--- src/tws_pkg.sv ---
// Package with the shared types and constants of the trimmed window smoke filter.
`default_nettype none
package tws_pkg;

    localparam int SAMPLE_W = 12;
    localparam int OBS_W    = 16;
    localparam int BIAS_W   = 15;
    localparam int SCALE_W  = 16;
    localparam int CFG_IDX_W = 2;
    localparam int CFG_DATA_W = 16;
    localparam int DIV_CNT_W = 4;
    localparam logic [SAMPLE_W-1:0] LEVEL_MAX = 12'd4095;

    // Configuration register indexes.
    localparam logic [CFG_IDX_W-1:0] REG_OBS_ENABLE = 2'd0;
    localparam logic [CFG_IDX_W-1:0] REG_BIAS_MAG   = 2'd1;
    localparam logic [CFG_IDX_W-1:0] REG_BIAS_NEG   = 2'd2;
    localparam logic [CFG_IDX_W-1:0] REG_OBS_SCALE  = 2'd3;

    typedef enum logic [7:0] {
        S_IDLE  = 8'b0000_0001,
        S_LOAD  = 8'b0000_0010,
        S_TACC  = 8'b0000_0100,
        S_LEVEL = 8'b0000_1000,
        S_DEL   = 8'b0001_0000,
        S_BIAS  = 8'b0010_0000,
        S_DIV   = 8'b0100_0000,
        S_OUT   = 8'b1000_0000
    } state_t;

    // Commands from the controller to the datapath.
    typedef struct packed {
        logic insert;
        logic load;
        logic tacc;
        logic level;
        logic del;
        logic bias;
        logic div;
        logic out_load;
    } cmd_t;

    // Status from the datapath to the controller.
    typedef struct packed {
        logic will_fill;
        logic tacc_last;
        logic div_last;
        logic obs_en;
        logic out_busy;
    } sts_t;

endpackage
`default_nettype wire

--- src/tws_sample_if.sv ---
// Interface that carries one smoke sample item.
`default_nettype none
interface tws_sample_if;
    logic        valid;
    logic        ready;
    logic [11:0] sample;

    modport source (output valid, output sample, input ready);
    modport sink (input valid, input sample, output ready);
endinterface
`default_nettype wire

--- src/tws_result_if.sv ---
// Interface that carries one filter result item.
`default_nettype none
interface tws_result_if;
    logic        valid;
    logic        ready;
    logic [11:0] smoke_level;
    logic [15:0] obs_value;

    modport source (output valid, output smoke_level, output obs_value, input ready);
    modport sink (input valid, input smoke_level, input obs_value, output ready);
endinterface
`default_nettype wire

--- src/tws_ram.sv ---
// Generic single write port RAM with a registered read port.
`default_nettype none
module tws_ram #(
    parameter int WIDTH = 12,
    parameter int DEPTH = 40
) (
    input  wire logic                     clk,
    input  wire logic                     we,
    input  wire logic [$clog2(DEPTH)-1:0] waddr,
    input  wire logic [WIDTH-1:0]         wdata,
    input  wire logic                     re,
    input  wire logic [$clog2(DEPTH)-1:0] raddr,
    output logic      [WIDTH-1:0]         rdata
);

    logic [WIDTH-1:0] mem [DEPTH];

    // Write and registered read.
    always_ff @(posedge clk)
    begin
        if (we)
        begin
            mem[waddr] <= wdata;
        end
        if (re)
        begin
            rdata <= mem[raddr];
        end
    end

endmodule
`default_nettype wire

--- src/tws_ctrl.sv ---
// Controller state machine that sequences one sample item through the datapath.
`default_nettype none
module tws_ctrl (
    input  wire logic          clk,
    input  wire logic          rst_n,
    input  wire logic          in_valid,
    output logic               in_ready,
    input  wire tws_pkg::sts_t sts,
    output tws_pkg::cmd_t      cmd
);
    import tws_pkg::*;

    state_t state_reg, state_next;

    // State register.
    always_ff @(posedge clk or negedge rst_n)
    begin
        if (!rst_n)
        begin
            state_reg <= S_IDLE;
        end
        else
        begin
            state_reg <= state_next;
        end
    end

    assign in_ready = (state_reg == S_IDLE);

    // Next state and commands.
    always_comb
    begin
        state_next = state_reg;
        cmd = '0;
        case (state_reg)
            S_IDLE:
            begin
                if (in_valid)
                begin
                    cmd.insert = 1'b1;
                    if (sts.will_fill)
                    begin
                        state_next = S_LOAD;
                    end
                end
            end
            S_LOAD:
            begin
                cmd.load = 1'b1;
                state_next = S_TACC;
            end
            S_TACC:
            begin
                cmd.tacc = 1'b1;
                if (sts.tacc_last)
                begin
                    state_next = S_LEVEL;
                end
            end
            S_LEVEL:
            begin
                cmd.level = 1'b1;
                state_next = S_DEL;
            end
            S_DEL:
            begin
                cmd.del = 1'b1;
                state_next = S_BIAS;
            end
            S_BIAS:
            begin
                cmd.bias = 1'b1;
                state_next = sts.obs_en ? S_DIV : S_OUT;
            end
            S_DIV:
            begin
                cmd.div = 1'b1;
                if (sts.div_last)
                begin
                    state_next = S_OUT;
                end
            end
            S_OUT:
            begin
                if (!sts.out_busy)
                begin
                    cmd.out_load = 1'b1;
                    state_next = S_IDLE;
                end
            end
            default:
            begin
                state_next = S_IDLE;
            end
        endcase
    end

endmodule
`default_nettype wire

--- src/tws_dp.sv ---
// Datapath: sample FIFO, sorted cells, trim sums, bias and serial divider.
`default_nettype none
module tws_dp #(
    parameter int TRIM      = 4,
    parameter int KEPT_LOG2 = 5
) (
    input  wire logic                              clk,
    input  wire logic                              rst_n,
    input  wire logic [tws_pkg::SAMPLE_W-1:0]      sample,
    input  wire logic                              cfg_we,
    input  wire logic [tws_pkg::CFG_IDX_W-1:0]     cfg_index,
    input  wire logic [tws_pkg::CFG_DATA_W-1:0]    cfg_data,
    input  wire tws_pkg::cmd_t                     cmd,
    output tws_pkg::sts_t                          sts,
    tws_result_if.source                           results
);
    import tws_pkg::*;

    localparam int WIN   = 2 * TRIM + (1 << KEPT_LOG2);
    localparam int A_W   = $clog2(WIN);
    localparam int TOT_W = SAMPLE_W + $clog2(WIN + 1);
    localparam int TLEN  = (TRIM == 0) ? 1 : 2 * TRIM;
    localparam int K_W   = (TLEN > 1) ? $clog2(TLEN) : 1;

    // Configuration registers.
    logic               obs_enable_reg;
    logic [BIAS_W-1:0]  bias_mag_reg;
    logic               bias_neg_reg;
    logic [SCALE_W-1:0] obs_scale_reg;

    always_ff @(posedge clk or negedge rst_n)
    begin
        if (!rst_n)
        begin
            obs_enable_reg <= 1'b0;
            bias_mag_reg   <= '0;
            bias_neg_reg   <= 1'b0;
            obs_scale_reg  <= SCALE_W'(1);
        end
        else if (cfg_we)
        begin
            case (cfg_index)
                REG_OBS_ENABLE: obs_enable_reg <= cfg_data[0];
                REG_BIAS_MAG:   bias_mag_reg   <= cfg_data[BIAS_W-1:0];
                REG_BIAS_NEG:   bias_neg_reg   <= cfg_data[0];
                REG_OBS_SCALE:  obs_scale_reg  <= cfg_data[SCALE_W-1:0];
                default:        ;
            endcase
        end
    end

    // Sample FIFO in RAM, oldest entry at the read pointer.
    logic [A_W-1:0]      wr_ptr_reg, rd_ptr_reg;
    logic [SAMPLE_W-1:0] oldest;

    tws_ram #(.WIDTH(SAMPLE_W), .DEPTH(WIN)) u_ram (
        .clk   (clk),
        .we    (cmd.insert),
        .waddr (wr_ptr_reg),
        .wdata (sample),
        .re    (cmd.level),
        .raddr (rd_ptr_reg),
        .rdata (oldest)
    );

    always_ff @(posedge clk or negedge rst_n)
    begin
        if (!rst_n)
        begin
            wr_ptr_reg <= '0;
            rd_ptr_reg <= '0;
        end
        else
        begin
            if (cmd.insert)
            begin
                wr_ptr_reg <= (wr_ptr_reg == A_W'(WIN - 1)) ? '0 : wr_ptr_reg + 1'b1;
            end
            if (cmd.del)
            begin
                rd_ptr_reg <= (rd_ptr_reg == A_W'(WIN - 1)) ? '0 : rd_ptr_reg + 1'b1;
            end
        end
    end

    // Sorted cells, ascending; valid bits form a prefix and count the held samples.
    logic [SAMPLE_W-1:0] cell_reg [WIN];
    logic [SAMPLE_W-1:0] cell_next [WIN];
    logic [WIN-1:0]      vld_reg, vld_next;
    logic [WIN-1:0]      gt_new, ge_old;

    always_comb
    begin
        for (int i = 0; i < WIN; i++)
        begin
            gt_new[i] = !vld_reg[i] || (cell_reg[i] > sample);
            ge_old[i] = vld_reg[i] && (cell_reg[i] >= oldest);
        end
        vld_next = vld_reg;
        for (int i = 0; i < WIN; i++)
        begin
            cell_next[i] = cell_reg[i];
        end
        if (cmd.insert)
        begin
            vld_next = {vld_reg[WIN-2:0], 1'b1} | vld_reg;
            for (int i = 0; i < WIN; i++)
            begin
                if (gt_new[i])
                begin
                    if (i > 0 && gt_new[(i > 0) ? i - 1 : 0])
                    begin
                        cell_next[i] = cell_reg[(i > 0) ? i - 1 : 0];
                    end
                    else
                    begin
                        cell_next[i] = sample;
                    end
                end
            end
        end
        else if (cmd.del)
        begin
            vld_next = {1'b0, vld_reg[WIN-1:1]};
            for (int i = 0; i < WIN - 1; i++)
            begin
                if (ge_old[i])
                begin
                    cell_next[i] = cell_reg[i+1];
                end
            end
        end
    end

    always_ff @(posedge clk)
    begin
        for (int i = 0; i < WIN; i++)
        begin
            cell_reg[i] <= cell_next[i];
        end
    end

    always_ff @(posedge clk or negedge rst_n)
    begin
        if (!rst_n)
        begin
            vld_reg <= '0;
        end
        else
        begin
            vld_reg <= vld_next;
        end
    end

    // Running total of the held samples.
    logic [TOT_W-1:0] total_reg;

    always_ff @(posedge clk or negedge rst_n)
    begin
        if (!rst_n)
        begin
            total_reg <= '0;
        end
        else if (cmd.insert)
        begin
            total_reg <= total_reg + TOT_W'(sample);
        end
        else if (cmd.del)
        begin
            total_reg <= total_reg - TOT_W'(oldest);
        end
    end

    // Trimmed extremes are copied into a shift line and summed one a cycle.
    logic [SAMPLE_W-1:0] tline_reg [TLEN];
    logic [TOT_W-1:0]    acc_reg;
    logic [K_W-1:0]      k_reg;

    always_ff @(posedge clk)
    begin
        if (cmd.load)
        begin
            if (TRIM == 0)
            begin
                tline_reg[0] <= '0;
            end
            else
            begin
                for (int k = 0; k < TRIM; k++)
                begin
                    tline_reg[k]        <= cell_reg[k];
                    tline_reg[TRIM + k] <= cell_reg[WIN - 1 - k];
                end
            end
            acc_reg <= '0;
            k_reg   <= '0;
        end
        else if (cmd.tacc)
        begin
            acc_reg <= acc_reg + TOT_W'(tline_reg[0]);
            for (int k = 0; k < TLEN - 1; k++)
            begin
                tline_reg[k] <= tline_reg[k+1];
            end
            k_reg <= k_reg + 1'b1;
        end
    end

    // Level, bias correction and divider operands.
    logic [SAMPLE_W-1:0] level_reg;
    logic [TOT_W-1:0]    kept_sum;
    logic [SAMPLE_W-1:0] biased;
    logic [BIAS_W:0]     bias_sum;
    logic [16:0]         rem_reg;
    logic [OBS_W-1:0]    quo_reg;
    logic [SCALE_W-1:0]  divisor_reg;
    logic [DIV_CNT_W-1:0] div_cnt_reg;
    logic [16:0]         shifted, trial;

    assign kept_sum = total_reg - acc_reg;
    assign bias_sum = (BIAS_W + 1)'(level_reg) + (BIAS_W + 1)'(bias_mag_reg);

    always_comb
    begin
        if (!obs_enable_reg)
        begin
            biased = level_reg;
        end
        else if (bias_neg_reg)
        begin
            biased = (bias_sum > (BIAS_W + 1)'(LEVEL_MAX)) ? LEVEL_MAX
                                                           : bias_sum[SAMPLE_W-1:0];
        end
        else if (BIAS_W'(level_reg) > bias_mag_reg)
        begin
            biased = level_reg - bias_mag_reg[SAMPLE_W-1:0];
        end
        else
        begin
            biased = '0;
        end
    end

    assign shifted = {rem_reg[15:0], quo_reg[OBS_W-1]};
    assign trial   = shifted - {1'b0, divisor_reg};

    always_ff @(posedge clk)
    begin
        if (cmd.level)
        begin
            level_reg <= SAMPLE_W'(kept_sum >> KEPT_LOG2);
        end
        else if (cmd.bias)
        begin
            level_reg   <= biased;
            rem_reg     <= '0;
            quo_reg     <= {biased, 4'b0000};
            divisor_reg <= (obs_scale_reg == '0) ? SCALE_W'(1) : obs_scale_reg;
            div_cnt_reg <= '0;
        end
        else if (cmd.div)
        begin
            if (!trial[16])
            begin
                rem_reg <= trial;
                quo_reg <= {quo_reg[OBS_W-2:0], 1'b1};
            end
            else
            begin
                rem_reg <= shifted;
                quo_reg <= {quo_reg[OBS_W-2:0], 1'b0};
            end
            div_cnt_reg <= div_cnt_reg + 1'b1;
        end
    end

    // Output register.
    logic                out_valid_reg;
    logic [SAMPLE_W-1:0] out_level_reg;
    logic [OBS_W-1:0]    out_obs_reg;

    always_ff @(posedge clk or negedge rst_n)
    begin
        if (!rst_n)
        begin
            out_valid_reg <= 1'b0;
        end
        else if (cmd.out_load)
        begin
            out_valid_reg <= 1'b1;
        end
        else if (results.ready)
        begin
            out_valid_reg <= 1'b0;
        end
    end

    always_ff @(posedge clk)
    begin
        if (cmd.out_load)
        begin
            out_level_reg <= level_reg;
            out_obs_reg   <= obs_enable_reg ? quo_reg : '0;
        end
    end

    assign results.valid       = out_valid_reg;
    assign results.smoke_level = out_level_reg;
    assign results.obs_value   = out_obs_reg;

    // Status to the controller.
    assign sts.will_fill = vld_reg[WIN-2];
    assign sts.tacc_last = (k_reg == K_W'(TLEN - 1));
    assign sts.div_last  = (div_cnt_reg == DIV_CNT_W'(OBS_W - 1));
    assign sts.obs_en    = obs_enable_reg;
    assign sts.out_busy  = out_valid_reg;

`ifndef ASSERT_OFF
    // A new sample never arrives with the window already full.
    a_insert_room: assert property (@(posedge clk) disable iff (!rst_n)
        cmd.insert |-> !vld_reg[WIN-1])
        else $error("sample inserted into a full window");

    // After the oldest sample leaves, the top cell is empty.
    a_del_top: assert property (@(posedge clk) disable iff (!rst_n)
        cmd.del |=> !vld_reg[WIN-1])
        else $error("top cell still valid after delete");

    // A result is loaded only into an empty output register.
    a_out_free: assert property (@(posedge clk) disable iff (!rst_n)
        cmd.out_load |-> !out_valid_reg)
        else $error("result overwrote a waiting result");

    // The divider remainder stays below the divisor.
    a_rem_bound: assert property (@(posedge clk) disable iff (!rst_n)
        cmd.div |-> (rem_reg < {1'b0, divisor_reg}))
        else $error("divider remainder out of range");
`endif

endmodule
`default_nettype wire

--- src/trimmed_window_smoke_obscuration.sv ---
// Top level of the trimmed window smoke filter with obscuration output.
//
//  channel   | dir | fields                   | handshake
//  ----------+-----+--------------------------+-------------------
//  samples   | in  | sample[11:0]             | valid/ready
//  results   | out | smoke_level, obs_value   | valid/ready
//  cfg       | in  | cfg_we, cfg_index, data  | write enable only
//
// While the window fills, each item is taken as soon as it is offered. Once full, each
// item goes through the load, trim-sum, level, delete and bias steps, the one-bit-a-cycle serial
// divider when obscuration is enabled, then the output step, before a new item is taken.
// Reset clears the control state, the fill state and the configuration.
// A finished result waits in the output register and the next item is still taken;
// if it has not left when the next result is ready, no further item is taken until it does.
`default_nettype none
module trimmed_window_smoke_obscuration #(
    parameter int TRIM      = 4,
    parameter int KEPT_LOG2 = 5
) (
    input  wire logic                           clk,
    input  wire logic                           rst_n,
    tws_sample_if.sink                          samples,
    tws_result_if.source                        results,
    input  wire logic                           cfg_we,
    input  wire logic [tws_pkg::CFG_IDX_W-1:0]  cfg_index,
    input  wire logic [tws_pkg::CFG_DATA_W-1:0] cfg_data
);
    import tws_pkg::*;

    cmd_t cmd;
    sts_t sts;

    tws_ctrl u_ctrl (
        .clk      (clk),
        .rst_n    (rst_n),
        .in_valid (samples.valid),
        .in_ready (samples.ready),
        .sts      (sts),
        .cmd      (cmd)
    );

    tws_dp #(.TRIM(TRIM), .KEPT_LOG2(KEPT_LOG2)) u_dp (
        .clk       (clk),
        .rst_n     (rst_n),
        .sample    (samples.sample),
        .cfg_we    (cfg_we),
        .cfg_index (cfg_index),
        .cfg_data  (cfg_data),
        .cmd       (cmd),
        .sts       (sts),
        .results   (results)
    );

endmodule
`default_nettype wire

--- src/flat_wrapper.sv ---
// flat-port wrapper written by rule: the top's interface ports become plain ports
module trimmed_window_smoke_obscuration_flat import tws_pkg::*;
#(
    parameter int TRIM      = 4,
    parameter int KEPT_LOG2 = 5
)
  (clk, rst_n, cfg_we, cfg_index, cfg_data, samples_valid, samples_sample, samples_ready, results_valid, results_smoke_level, results_obs_value, results_ready);
  tws_sample_if samples_i ();
  tws_result_if results_i ();
  input  wire logic clk;
  input  wire logic rst_n;
  input  wire logic cfg_we;
  input  wire logic [tws_pkg::CFG_IDX_W-1:0] cfg_index;
  input  wire logic [tws_pkg::CFG_DATA_W-1:0] cfg_data;
  input wire logic [$bits(samples_i.valid)-1:0] samples_valid;
  input wire logic [$bits(samples_i.sample)-1:0] samples_sample;
  output wire logic [$bits(samples_i.ready)-1:0] samples_ready;
  output wire logic [$bits(results_i.valid)-1:0] results_valid;
  output wire logic [$bits(results_i.smoke_level)-1:0] results_smoke_level;
  output wire logic [$bits(results_i.obs_value)-1:0] results_obs_value;
  input wire logic [$bits(results_i.ready)-1:0] results_ready;
  assign samples_i.valid = samples_valid;
  assign samples_i.sample = samples_sample;
  assign samples_ready = samples_i.ready;
  assign results_valid = results_i.valid;
  assign results_smoke_level = results_i.smoke_level;
  assign results_obs_value = results_i.obs_value;
  assign results_i.ready = results_ready;
  trimmed_window_smoke_obscuration #(.TRIM(TRIM), .KEPT_LOG2(KEPT_LOG2)) u_core (.clk(clk), .rst_n(rst_n), .samples(samples_i), .results(results_i), .cfg_we(cfg_we), .cfg_index(cfg_index), .cfg_data(cfg_data));
endmodule
--- config.mk ---
export PLATFORM = sky130hd
export DESIGN_NAME = trimmed_window_smoke_obscuration_flat
export DESIGN_NICKNAME = d
export VERILOG_FILES = /design/src/tws_pkg.sv /design/src/tws_sample_if.sv /design/src/tws_result_if.sv /design/src/tws_ram.sv /design/src/tws_ctrl.sv /design/src/tws_dp.sv /design/src/trimmed_window_smoke_obscuration.sv /design/src/flat_wrapper.sv
export SDC_FILE = /design/constraint.sdc
export NUM_CORES = 2
export LEC_CHECK = 0
export ABC_AREA = 1
export BUFFER_PORTS_ARGS = -buffer_cell sky130_fd_sc_hd__buf_2
export CELL_PAD_IN_SITES_DETAIL_PLACEMENT = 2
export CELL_PAD_IN_SITES_GLOBAL_PLACEMENT = 2
export CORE_MARGIN = 1.5
export CORE_UTILIZATION = 43
export CTS_BUF_LIST = sky130_fd_sc_hd__clkbuf_2
export CTS_CLUSTER_DIAMETER = 80
export CTS_CLUSTER_SIZE = 30
export DETAILED_ROUTE_END_ITERATION = 10
export HOLD_SLACK_MARGIN = 0.08
export MAX_ROUTING_LAYER = met4
export PLACE_DENSITY = 0.83
export SLEW_MARGIN = 20
export SYNTH_ARGS = -nofsm -noshare
export SYNTH_HDL_FRONTEND = slang
export SYNTH_HIERARCHICAL = 1
export SYNTH_SLANG_ARGS = --single-unit
export TNS_END_PERCENT = 100
--- constraint.sdc ---
create_clock -name clk -period 7.6 [get_ports clk]
set_input_delay 0.76 -clock clk [delete_from_list [all_inputs] [get_ports clk]]
set_output_delay 0.76 -clock clk [all_outputs]
set_load 0.05 [all_outputs]
==> run metrics <==
run status=completed; Worst VDD drop=161.8 µV; Ports=65; Post-Route WL=approximately 360000 µm; # resized after CTS=0; worst-margin pin slew=between 1000 and 1500 ps; Crit Path Class=register to register; Area Growth Syn to Fin=6.964%; # clock sinks=approximately 1300; DR WL/cell=~30 µm; starting density of the core=a little over two fifths; Critical Path RT=9340 ps; Avg Synthesized Cell Area=a little under 9 µm²; worst slew margin relative to its limit=around 18%; # DRC=0; clock latency on the worst-skew pair=about 2000 ps; Post-synth EDFFs=around 1200; Initial DRC Count=between 6000 and 7000; Chip Width=440.0 µm; Post-synth ARST share=under 10%; largest net degree at the start of global routing=approximately 150; Sum Neg Setup Slack=0 ps; IO Port Bufs=between 60 and 70; H-tree Lvls=3; worst hold slack=between 200 and 250 ps; Synth Cell Area=about 82000 µm²; Slew Limit Fails=0; clk_skew=253.0 ps; Max-Cap Viols=0; RSZ-0062 raised after global routing=no; Congestion Overflow GR=0; Finish-stage setup viols=0; Power per Cell Area=~260 nW/µm²; Yosys reg bits=roughly 1300; Core ar.=about 190000 µm²; cell taking the most area after synthesis=edfxtp_1; initial antenna violation count=15; Total Nets Final=about 10000; final RePlAce weighted congestion=approximately 0.9; Leakage=between 30 and 40 nW; critical path peak fanout=81; num rows=160; DR vias/cell=~6.2; register area share after synthesis=46.29%; post-route clock period utilization=about 70%; cell count after synthesis=just over 9000; most common cell after layout, fill and taps aside=nand2_1; TritonCTS Buffers=around 110; die area=between 150000 and 200000 µm²; Final HPWL DP=roughly 240000 µm; Worst-path clk slew=about 400 ps; Top FF cell, synth=edfxtp_1; clock root buffer=clkbuf_2; proportion of layout cells with a drive suffix above 1=6.321%; final hold vios=0; maximum clock path buffer count=3; f_max=between 0.15 and 0.2 GHz; top cell type's share of synthesized area=42.42%; CTS tree=built; vias=~74000; vias in the first global route=79470; total number of yosys warnings=6; min Tclk post-route=about 5200 ps; first drt pass iteration count=6; Yosys cell types=67; largest cells by area after synthesis=edfxtp_1 42%, ha_1 16%, nand2_1 13%; die span in y=roughly 440 µm; crit path launch type=register; ANT nets after route=0; CP arrival=6950 ps; GRT Util Overall=37.81%; commonest cells after routing, fill and taps aside=2798 x nand2_1, 1160 x edfxtp_1, 1037 x ha_1; global-route wire length before repair=between 500000 and 600000 µm; Post-Synthesis Net Count=just over 10000; crit end category=register; Hold Path Class=input port to register; setup bufs post-CTS=0
## worst max-delay path, cell delays in order (launching register included)
cell	delay [ps]
dfrtp_1	520
nor2_2	230
nand2_4	110
inv_2	140
nand2_1	200
nor2_4	450
buf_12	360
nand2_2	430
buf_4	460
o21ai_0	210
ha_1	330
nand2_1	110
nand2_1	70
nand2_1	90
nand2_1	90
a21oi_1	320
o21ai_1	210
a21oi_1	260
nand2_1	90
a31oi_1	170
## area by class of cell
cell class	instances	area (µm²)
multi-input cells	6838	39750
fillers	20810	102200
repair buffers	283	2256
clock inverters	94	1271
clock buffers	110	550.5
diodes	15	37.54
inverters	734	2804
flip-flops and latches	1291	38020
well taps	2511	3142
## synthesized netlist by cell type, drive strengths merged (89+ instances only)
master,number
edfxtp,1160
o22ai,134
inv,732
o21ai,817
a21oi,621
nand2,2835
nor2,405
dfrtp,109
buf,158
nand3,516
nand4,89
ha,1037
clkbuf,219
## power breakdown
part	internal, mW	switching, mW	leakage, nW	total (mW)
Clock	0.905	3.21	1.02	4.11
Sequential	9.00	1.04	11.9	10.0
Combinational	2.51	6.22	26.1	8.73
Total	12.4	10.5	39.1	22.9
## cells by family after synthesis
family / count (synthesis) / share of synthesized area [%]
AOI/OAI and AO/OA: 1813 / 12.08
xor gates and xnor gates: 49 / 0.5227
adders and majority gates: 1042 / 15.92
buffers and inverters: 1111 / 5.562
DFF: 1291 / 46.29
muxes: 1 / 0.01371
and+or+nand+nor: 3933 / 19.61
## worst paths after layout
check,startpoint,endpoint,slack (ps),cells after the start
min,cfg_index[1],u_core/u_dp/obs_scale_reg[9],200,4
min reg2reg,u_core/u_dp/tline_reg[1][27],u_core/u_dp/tline_reg[1][15],470,2
max,u_core/u_ctrl/state_reg[6],u_core/u_dp/total_reg[10],2380,19
max in group asynchronous,rst_n,u_core/u_dp/vld_reg[17],5850,6
max reg2reg,u_core/u_ctrl/state_reg[6],u_core/u_dp/total_reg[10],2380,19
min in group asynchronous,rst_n,u_core/u_dp/total_reg[3],370,5
## repair_timing
item / CTS / global route
hold buffers: 75 / 0
endpoints found under the hold margin: 906 / 0
setup endpoints to repair: 0 / 0
## per-stage QoR
stage | instance area, µm² | power (mW) | util, % | std cells | setup slack, ps
2_1_floorplan | 82110 | 15.17 | - | 9240 | 3217
3_3_place_gp | 85070 | 17.83 | 44.78 | 11580 | 2456
3_5_place_dp | 85080 | 18.62 | 44.78 | 11580 | 2222
4_1_cts | 87670 | 22.75 | 46.14 | 11860 | 2518
5_1_grt | 87820 | 24.05 | 46.23 | 11870 | 2209
6_report | 87830 | 22.88 | 46.23 | 11880 | 2384
## layer usage
layer,track usage (%),vias to the layer above,share of wire (%)
li1,-,32040,-
met5,-,-,0
met1,45.60,37790,40
met4,18.62,0,5.7
met2,62.12,2865,48
met3,5.259,971,6.6
(Power assumes the default switching activity.)
